## src/bmhq_pkg.sv

```systemverilog
// ----------------------------------------------------------------------------
// Binary max-heap queue package
// Shared types, widths and codes for the heap controller and datapath.
// ----------------------------------------------------------------------------
package bmhq_pkg;

    localparam int KEY_W = 32;
    localparam int TAG_W = 16;
    localparam int OCC_W = 11;
    localparam int DEFAULT_CAPACITY = 1024;

    localparam logic [1:0] STATUS_OK    = 2'd0;
    localparam logic [1:0] STATUS_EMPTY = 2'd1;
    localparam logic [1:0] STATUS_FULL  = 2'd2;

    localparam logic REQ_PUSH = 1'b0;
    localparam logic REQ_POP  = 1'b1;

    typedef struct packed {
        logic signed [KEY_W-1:0] key;
        logic [TAG_W-1:0]        tag_left;
        logic [TAG_W-1:0]        tag_right;
    } entry_t;

    typedef enum logic [3:0] {
        CMD_NONE     = 4'd0,
        CMD_START    = 4'd1,
        CMD_UP_RD    = 4'd2,
        CMD_UP_CMP   = 4'd3,
        CMD_POP_RD   = 4'd4,
        CMD_POP_LAST = 4'd5,
        CMD_POP_CAP  = 4'd6,
        CMD_DN_RD    = 4'd7,
        CMD_DN_RD2   = 4'd8,
        CMD_DN_CMP   = 4'd9
    } cmd_t;

    typedef struct packed {
        logic is_pop;
        logic skip;
        logic at_root;
        logic up_go;
        logic dn_go;
    } stat_t;

endpackage

```

## src/bmhq_ctrl.sv

```systemverilog
// ----------------------------------------------------------------------------
// Binary max-heap queue controller
// Sequences the sift walk and the output handshake.
// ----------------------------------------------------------------------------
module bmhq_ctrl
    import bmhq_pkg::*;
(
    input  logic  clk,
    input  logic  rst_n,
    input  logic  in_valid,
    output logic  in_stall,
    output logic  out_valid,
    input  logic  out_stall,
    input  stat_t stat,
    output cmd_t  cmd
);
    typedef enum logic [10:0] {
        S_IDLE = 11'b000_0000_0001,
        S_DISP = 11'b000_0000_0010,
        S_UPR  = 11'b000_0000_0100,
        S_UPC  = 11'b000_0000_1000,
        S_POPR = 11'b000_0001_0000,
        S_POPL = 11'b000_0010_0000,
        S_POPC = 11'b000_0100_0000,
        S_DNR  = 11'b000_1000_0000,
        S_DNR2 = 11'b001_0000_0000,
        S_DNC  = 11'b010_0000_0000,
        S_OUT  = 11'b100_0000_0000
    } state_t;

    state_t state_reg, state_next;

    assign in_stall  = (state_reg != S_IDLE);
    assign out_valid = (state_reg == S_OUT);

    always_comb
    begin
        state_next = state_reg;
        cmd        = CMD_NONE;
        unique case (state_reg)
            S_IDLE:
            begin
                if (in_valid)
                begin
                    cmd        = CMD_START;
                    state_next = S_DISP;
                end
            end
            S_DISP:
            begin
                if (stat.skip)
                begin
                    state_next = S_OUT;
                end
                else if (stat.is_pop)
                begin
                    state_next = S_POPR;
                end
                else
                begin
                    state_next = S_UPR;
                end
            end
            S_UPR:
            begin
                cmd        = CMD_UP_RD;
                state_next = stat.at_root ? S_OUT : S_UPC;
            end
            S_UPC:
            begin
                cmd        = CMD_UP_CMP;
                state_next = stat.up_go ? S_UPR : S_OUT;
            end
            S_POPR:
            begin
                cmd        = CMD_POP_RD;
                state_next = S_POPL;
            end
            S_POPL:
            begin
                cmd        = CMD_POP_LAST;
                state_next = S_POPC;
            end
            S_POPC:
            begin
                cmd        = CMD_POP_CAP;
                state_next = S_DNR;
            end
            S_DNR:
            begin
                cmd        = CMD_DN_RD;
                state_next = S_DNR2;
            end
            S_DNR2:
            begin
                cmd        = CMD_DN_RD2;
                state_next = S_DNC;
            end
            S_DNC:
            begin
                cmd        = CMD_DN_CMP;
                state_next = stat.dn_go ? S_DNR : S_OUT;
            end
            S_OUT:
            begin
                if (!out_stall)
                begin
                    state_next = S_IDLE;
                end
            end
            default:
            begin
                state_next = S_IDLE;
            end
        endcase
    end

    always_ff @(posedge clk or negedge rst_n)
    begin
        if (!rst_n)
        begin
            state_reg <= S_IDLE;
        end
        else
        begin
            state_reg <= state_next;
        end
    end

    a_onehot: assert property (@(posedge clk) disable iff (!rst_n) $onehot(state_reg))
        else $error("state not one-hot");
    a_nostall_idle: assert property (@(posedge clk) disable iff (!rst_n)
        out_valid |-> in_stall) else $error("input open while result held");
    a_hold: assert property (@(posedge clk) disable iff (!rst_n)
        (out_valid && out_stall) |=> out_valid) else $error("result dropped");

endmodule

```

## config.mk

```make
export PLATFORM = sky130hd
export DESIGN_NAME = bmhq_ctrl
export DESIGN_NICKNAME = d
export VERILOG_FILES = /design/src/bmhq_pkg.sv /design/src/bmhq_ctrl.sv
export SDC_FILE = /design/constraint.sdc
export NUM_CORES = 1
export LEC_CHECK = 0
export BUFFER_PORTS_ARGS = -buffer_cell sky130_fd_sc_hd__buf_2
export CAP_MARGIN = 15
export CORE_AREA = 2 2 56 58
export CTS_CLUSTER_DIAMETER = 50
export DETAILED_ROUTE_END_ITERATION = 8
export DIE_AREA = 0 0 58 60
export GPL_TIMING_DRIVEN = 0
export MAX_ROUTING_LAYER = met4
export PLACE_DENSITY = 0.48
export SETUP_SLACK_MARGIN = 0.5
export SYNTH_ARGS = -nofsm -noshare
export SYNTH_HDL_FRONTEND = slang
export SYNTH_SLANG_ARGS = --single-unit
```

## constraint.sdc

```tcl
create_clock -name clk -period 3.15 [get_ports clk]
set_input_delay 0 -clock clk [delete_from_list [all_inputs] [get_ports clk]]
set_output_delay 0 -clock clk [all_outputs]
set_load 0.05 [all_outputs]
```

# After elaboration in Yosys (flattened, before gate mapping)
# Cells that the tools add are included.
# classes
n_mux	10
n_eq_ne	14
n_reduce_logical	1
# ops
op	n
one-hot mux 11 bit (11 select lines)	1
two-way mux 11 bit	6
one-hot mux 4 bit (9 select lines)	1
== test 11 x 1 -> 1 bit, second input constant	1
== test 11 x 10 -> 1 bit, second input constant	1
== test 11 bit, second input constant	1
== test 11 x 2 -> 1 bit, second input constant	1
== test 11 x 3 -> 1 bit, second input constant	1
== test 11 x 4 -> 1 bit, second input constant	1
== test 11 x 5 -> 1 bit, second input constant	1
== test 11 x 6 -> 1 bit, second input constant	1
== test 11 x 7 -> 1 bit, second input constant	1
== test 11 x 8 -> 1 bit, second input constant	1
== test 11 x 9 -> 1 bit, second input constant	1
inequality test 11 x 1 -> 1 bit, second input constant	1
two-way mux 5 bit	1
inequality test 2 bit, second input constant	2
AND reduction 2 bit	1
two-way mux 1 bit	1
# totals
output_inout_bits	6
ff_bits	11

# Depth between registers and ports, before layout
# Gate-level depths: netlist (run 1).
# logic_depth
ltp_word	3
ltp_mapped	5
ltp_nobuf	4

# Worst setup path before layout (run 1)
# No wires, ideal clock.
# synth_path
kind	flip-flop to output port
start	register state_reg[10]
end	output cmd[0]
arrival_ns	2.031
stages_incl_launch_ff	6
n_path_buf	1
slack_ns	1.119
t_required_ns	3.150
cell_sequence	dfrtp_1 > buf_6 > nor3_1 > nand3_1 > nor2_1 > or3_1
# synth_between
elab_chain_cells	2
elab_cells_between_ends	10
cone_classes	9 x eq/ne; 1 x mux
# synth_rtl
item	line	rtl
start, declared	bmhq_ctrl.sv:31	state_t state_reg, state_next;
start signal, assigned	bmhq_ctrl.sv:126	state_reg <= state_next;
== test 11 x 10 -> 1 bit, or another cell as far along	bmhq_ctrl.sv:40	unique case (state_reg)
one-hot mux 4 bit (9 select lines) *	bmhq_ctrl.sv:40	
end, declared	bmhq_ctrl.sv:15	output cmd_t cmd
# Mark *: on every way between the ends. The rest lies on a longest branch, timed or not.

# Final worst setup path (run 1)
# layout_path
start	register state_reg[9]
end	register state_reg[4]
# layout_between
elab_chain_cells	3
elab_cells_between_ends	15
cone_classes	13 x eq/ne; 1 x mux; 1 x reduce/logical
# layout_rtl
item	line
== test 11 bit / == test 11 x 1 -> 1 bit (equally long branches)	bmhq_ctrl.sv:40
inequality test 2 bit (no line)	--
AND reduction 2 bit (no line)	--
# Parallel ways exist; a longest one is shown, timed or not.
# A chain may end at the register's enable or synchronous reset.

==> run metrics, run 1 <==
post-layout util 35.56%; vias in the first global route 757; first-pass GRT wire length 3491 um; GRT Resource Usage Total 14.01%; Via density 5.217; share of cells above drive strength 1 22.69%; Sequential Area 276.5 um2; DRT antenna net count 0; worst hold slack around 19 ps; total gr overflow 0; total setup buffers inserted after CTS 0; diode count 0; Place WS about 1400 ps; max-cap violations 0; Final Hold Fails 0; post-synth top area share 30.35%; DRC errors left 0; RD Place Congestion roughly 0.79; die area 3480 um2; CP max stage delay 590 ps; CP startpoint kind flop; Finish-stage setup viols 0; clk buf depth 2; worst setup path category reg2reg; VDD IR max 0.2680 mV; Tmin final 2164 ps; post-route cell area between 1000 and 1500 um2; #FFs+latches synth 11; number of fill cells 320; clk sinks 11; Final Net Count 129; crit path DAT around 2400 ps; PortBufs 14; Yosys cell types 36; number of CTS-inserted buffers 3; dpl hpwl 1554 um; simple-gate share of the synthesized area 41.73%; crit path cell chain nor3_1 -> nand2_1 -> nor4b_1 -> dlygate4sd3_1; multiplexer share of the synthesized area 0%; worst slew pin tran ~600 ps; average wire per standard cell 13.67 um; main combinational cell family by area after synthesis simple AND/OR/NAND/NOR gates; YS warnings 0; post-synthesis compound-gate area fraction 13.66%; PnR worst setup slack 985.6 ps; Layout Cells excl Fill ~150; pwr/cell area about 570 nW/um2; starting density of the core 28.41%; Synth Area in Adders 0%; post_cts resized 0; initial antenna violation count 0; Via Count 793; area of the core 2903 um2; Critical-path top delay cell dlygate4sd3_1; Final Max Tran Viols 0; final worst path period share 68.71%; leakage 0.4736 nW; max reg flops 11; first-pass iteration count of the detailed router 4; H-tree depth 1; Worst Skew slightly below 9 ps; Multi-input gate area about 490 um2; Detailed Route Iter0 Violations 15; Gate Count Post-Synth 94; RSZ-0062 raised after global routing false; largest net degree at the start of global routing 12; Synth area leaders dfrtp_1, nor4b_1, nor3_1; outcome complete, no violations; syn_nets between 100 and 150; Syn Std Cell Area 824.5 um2; Reg clk slew, reported paths roughly 80 ps; DP Area 935.9 um2; xor-xnor portion of the synthesized cell area 4.249%; io pins 15; peak fanout along the critical path 7; Die Ht ~60 um; Fmax 462.0 MHz; Hold Path Class in2reg; Seq/Total Area, Yosys roughly 34%; cell chosen for the clock root clkbuf_4; clk_lat worst skew 280 ps; placed insts 141; cts hold-fix bufs 7; crit path buf inv count 1; Post-Route WL 2078 um; CTS tree yes; Top delay family on crit path simple AND/OR/NAND/NOR gates; # rows 20; Die Wd 58 um; setup_tns 0 ps; Avg Cell Area, Syn 8.772 um2; area leader, netlist dfrtp_1; Slew HR 60.70%; total power 0.5934 mW; worst path required time around 3400 ps; Setup crit end kind flop; area growth from synthesis to layout 25.19%
-- placed cells by master, fill, tap and decap left out, types with 4 or more instances in the layout --
| cell type | instances |
|---|---|
| nand2_1 | 6 |
| nor2_1 | 6 |
| dlygate4sd3_1 | 7 |
| o21ai_0 | 4 |
| xor2_1 | 4 |
| dfrtp_1 | 10 |
| nor4b_1 | 5 |
| nor3_1 | 7 |
| buf_2 | 17 |
-- area by class of cell --
class / count / area share, %
inverters: 3 / 1.091
multi-input cells: 73 / 47.64
repair buffers: 21 / 13.58
plain buffers: 7 / 4.364
well taps: 33 / 4.000
clock buffers: 4 / 2.545
flip-flops and latches: 11 / 26.79
-- cell families after synthesis --
logic type | after synthesis
XOR/XNOR | 4
buffers and inverters | 10
flip-flops | 11
AND/OR/NAND/NOR | 52
AO/OA/AOI/OAI | 17
-- power breakdown --
part | internal, mW | leakage (nW) | total [mW] | switching (mW)
Clock | 0.0491 | 0.0150 | 0.102 | 0.0528
Combinational | 0.116 | 0.310 | 0.309 | 0.193
Sequential | 0.163 | 0.149 | 0.183 | 0.0197
Total | 0.328 | 0.474 | 0.593 | 0.266
-- synth_stat cells, drive strengths merged --
cell type and number:
a211oi 2, a21oi 3, a32o 1, a32oi 1, and2 1, and3 3, and4 1, buf 5
clkbuf 2, dfrtp 10, dfstp 1, inv 3, nand2 6, nand2b 3, nand3 2, nand3b 3
nand4 2, nor2 6, nor2b 2, nor3 7, nor3b 2, nor4 4, nor4b 5, nor4bb 2
o211ai 1, o21a 1, o21ai 5, o311ai 1, o31ai 2, or3 1, or4 2, xor2 4
-- layer usage --
| layer | up-vias | track usage (%) | wire (um) |
|---|---|---|---|
| li1 | 402 | - | - |
| met1 | 375 | 17.35 | 984 |
| met2 | 14 | 22.40 | 1008 |
| met3 | 2 | 3.896 | 66 |
| met4 | 0 | 3.987 | 18 |
| met5 | - | - | 0 |
-- final timing paths --
check | end | from | cells after the start | slack, ps
max | state_reg[4]$_DFFE_PN0P_ | state_reg[9]$_DFFE_PN0P_ | 4 | 990
min | state_reg[2]$_DFFE_PN0P_ | stat[4] | 4 | 20
max reg2reg | state_reg[4]$_DFFE_PN0P_ | state_reg[9]$_DFFE_PN0P_ | 4 | 990
min reg2reg | state_reg[9]$_DFFE_PN0P_ | state_reg[2]$_DFFE_PN0P_ | 3 | 620
max in group asynchronous | state_reg[0]$_DFFE_PN1P_ | rst_n | 2 | 2760
min in group asynchronous | state_reg[9]$_DFFE_PN0P_ | rst_n | 2 | 120
-- worst register-to-register path, cell delays in order (launching register included) --
cell and delay (ps):
dfrtp_1 450, nor3_1 520, nand2_1 240, nor4b_1 290
dlygate4sd3_1 590
Note: power is estimated with default switching activity, not from simulation.
==> run 2, diff against run 1 <==
PLACE_DENSITY = 0.49   (was 0.48)
clock period = 1.95 ns   (was 3.15 ns; I/O delays follow)
==> run metrics, run 2 (same netlist as run 1, synthesis figures left out) <==
Reg clk slew, reported paths 80 ps (about the same); CP max stage delay 580 ps (about the same); Setup crit end kind output port; number of fill cells 255 (-20%); GRT Resource Usage Total 18.49% (+4.5 points); crit path cell chain or4_4 -> nor4_4 -> or3_4 -> buf_8; initial antenna violation count 0 (unchanged); Layout Cells excl Fill 181 (+19%); cell chosen for the clock root clkbuf_4; setup_tns 0 ps (unchanged); Slew HR 71.66% (+11 points); final worst path period share 98.60%; Finish-stage setup viols 0 (unchanged); first-pass iteration count of the detailed router 4 (unchanged); Sequential Area 280.3 um2 (+1.4%); die area 3480 um2 (unchanged); Final Net Count 158 (+22%); DRC errors left 0 (unchanged); Multi-input gate area 728.2 um2 (+48%); Die Wd 58 um (unchanged); peak fanout along the critical path 3 (-4); post-route cell area 1607 um2 (+56%); starting density of the core 28.41% (unchanged); worst setup path category reg2out; Tmin final 1923 ps; leakage 0.7053 nW (+49%); outcome complete, no violations; area of the core 2903 um2 (unchanged); RSZ-0062 raised after global routing true; Final Hold Fails 0 (unchanged); FF-to-FF path depth 6 (+2); average wire per standard cell 17.62 um (+29%); io pins 15 (unchanged); RD Place Congestion 0.7159 (-9.5%); DRT antenna net count 0 (unchanged); Via density 5.536 (+6.1%); area growth from synthesis to layout 94.84%; PortBufs 14 (unchanged); Critical-path top delay cell or4_4; most common cell after layout, fill and taps aside buf_4; vias in the first global route 916 (+21%); Place WS -16.60 ps (-1389 ps); pwr/cell area 944.0 nW/um2 (+64%); Die Ht 60 um (unchanged); clk buf depth 2 (unchanged); CTS tree yes; largest net degree at the start of global routing 12 (unchanged); Final Max Tran Viols 0 (unchanged); DRT met1 WL 1324 um (+35%); most frequent cells in the layout buf_4, buf_6, buf_2; number of CTS-inserted buffers 3 (unchanged); DP Area 1025 um2 (+9.5%); total power 1.517 mW (+160%); clk_lat worst skew 290 ps (about the same); H-tree depth 1 (unchanged); Post-Route WL 3190 um (+54%); # rows 20 (unchanged); CP startpoint kind flop; max-cap violations 0 (unchanged); routed wl met3 168 um (+150%); Detailed Route Iter0 Violations 16 (+1); worst slew pin tran 423.9 ps (-161.1 ps); Via Count 1002 (+26%); max reg flops 11 (unchanged); share of cells above drive strength 1 57.43% (+35 points); routed length on met2 1580 um (+57%); Worst Skew 7.586 ps (-1.250 ps); dpl hpwl 1715 um (+10%); worst path required time 1950 ps (-1410 ps); PnR worst setup slack 27.36 ps (-958.2 ps); VDD IR max 0.6747 mV (+150%); clk sinks 11 (unchanged); top layer reached by signal wires met4; first-pass GRT wire length 4595 um (+32%); diode count 0 (unchanged); placed insts 141 (unchanged); Hold Path Class in2async; crit path DAT 1920 ps (-450 ps); Fmax 520.1 MHz; total gr overflow 0 (unchanged)
-- run 2: cell count changes in the layout (fill, tap and decap cells not counted), moves of 3 or more --
cell,delta
dfrtp_1,-3
buf_2,-9
nor4b_1,-3
nor3_1,-3
a21oi_1,-3
buf_4,+20
dfrtp_2,+3
nand2_2,+3
buf_8,+3
nor3_4,+3
buf_6,+17
nand2_1,-4
-- run 2: worst max-delay path, delay by kind of cell, from the launching register on --
kind / cells / cell delay, ps
buf+inv: 1 / 130
flops: 1 / 440
simple gates: 3 / 1060
-- run 2: final timing paths --
kind	startpoint	to	slack [ps]
max	state_reg[2]$_DFFE_PN0P_	cmd[0]	30
min	rst_n	state_reg[1]$_DFFE_PN0P_	110
max reg2reg	state_reg[2]$_DFFE_PN0P_	state_reg[10]$_DFFE_PN0P_	150
min reg2reg	state_reg[8]$_DFFE_PN0P_	state_reg[6]$_DFFE_PN0P_	660
max in group asynchronous	rst_n	state_reg[0]$_DFFE_PN1P_	1560
min in group clk	out_stall	state_reg[10]$_DFFE_PN0P_	170
-- run 2: through the flow --
stage / util, % / hold WS (ps)
final: 55.34 / 110.7
after global routing: 55.34 / 141.9
after CTS: 49.31 / 138.6
after detailed placement: 35.30 / -97.35
after global placement: 35.30 / -104.7
after floorplan: - / -295.6
-- run 2: layer usage --
layer  track usage (%)  vias up
met5                 -        -
met3             1.299       14
li1                  -      465
met4             6.977        0
met2             31.33       39
met1             23.12      484
-- run 2: what timing repair did --
| action | 4_1_cts | 5_1_grt |
|---|---|---|
| pin swaps | 13 | 14 |
| endpoints found under the setup margin | 16 | 14 |
| setup buffers | 18 | 11 |
| hold buffers | 7 | 0 |
| endpoints found under the hold margin | 17 | 0 |
| resized for setup | 42 | 22 |
-- run 2: cell type report --
type | count | area share (%)
Buffer | 7 | 4.439
Clock buffer | 4 | 1.636
Inverter | 3 | 0.7009
Multi-Input combinational cell | 73 | 45.33
Sequential cell | 11 | 17.45
Tap cell | 33 | 2.570
Timing Repair Buffer | 50 | 27.88
-- run 2: where the power goes --
part           switching [mW]  internal, mW
logic                   0.500         0.540
registers              0.0390         0.264
clock network          0.0941        0.0797
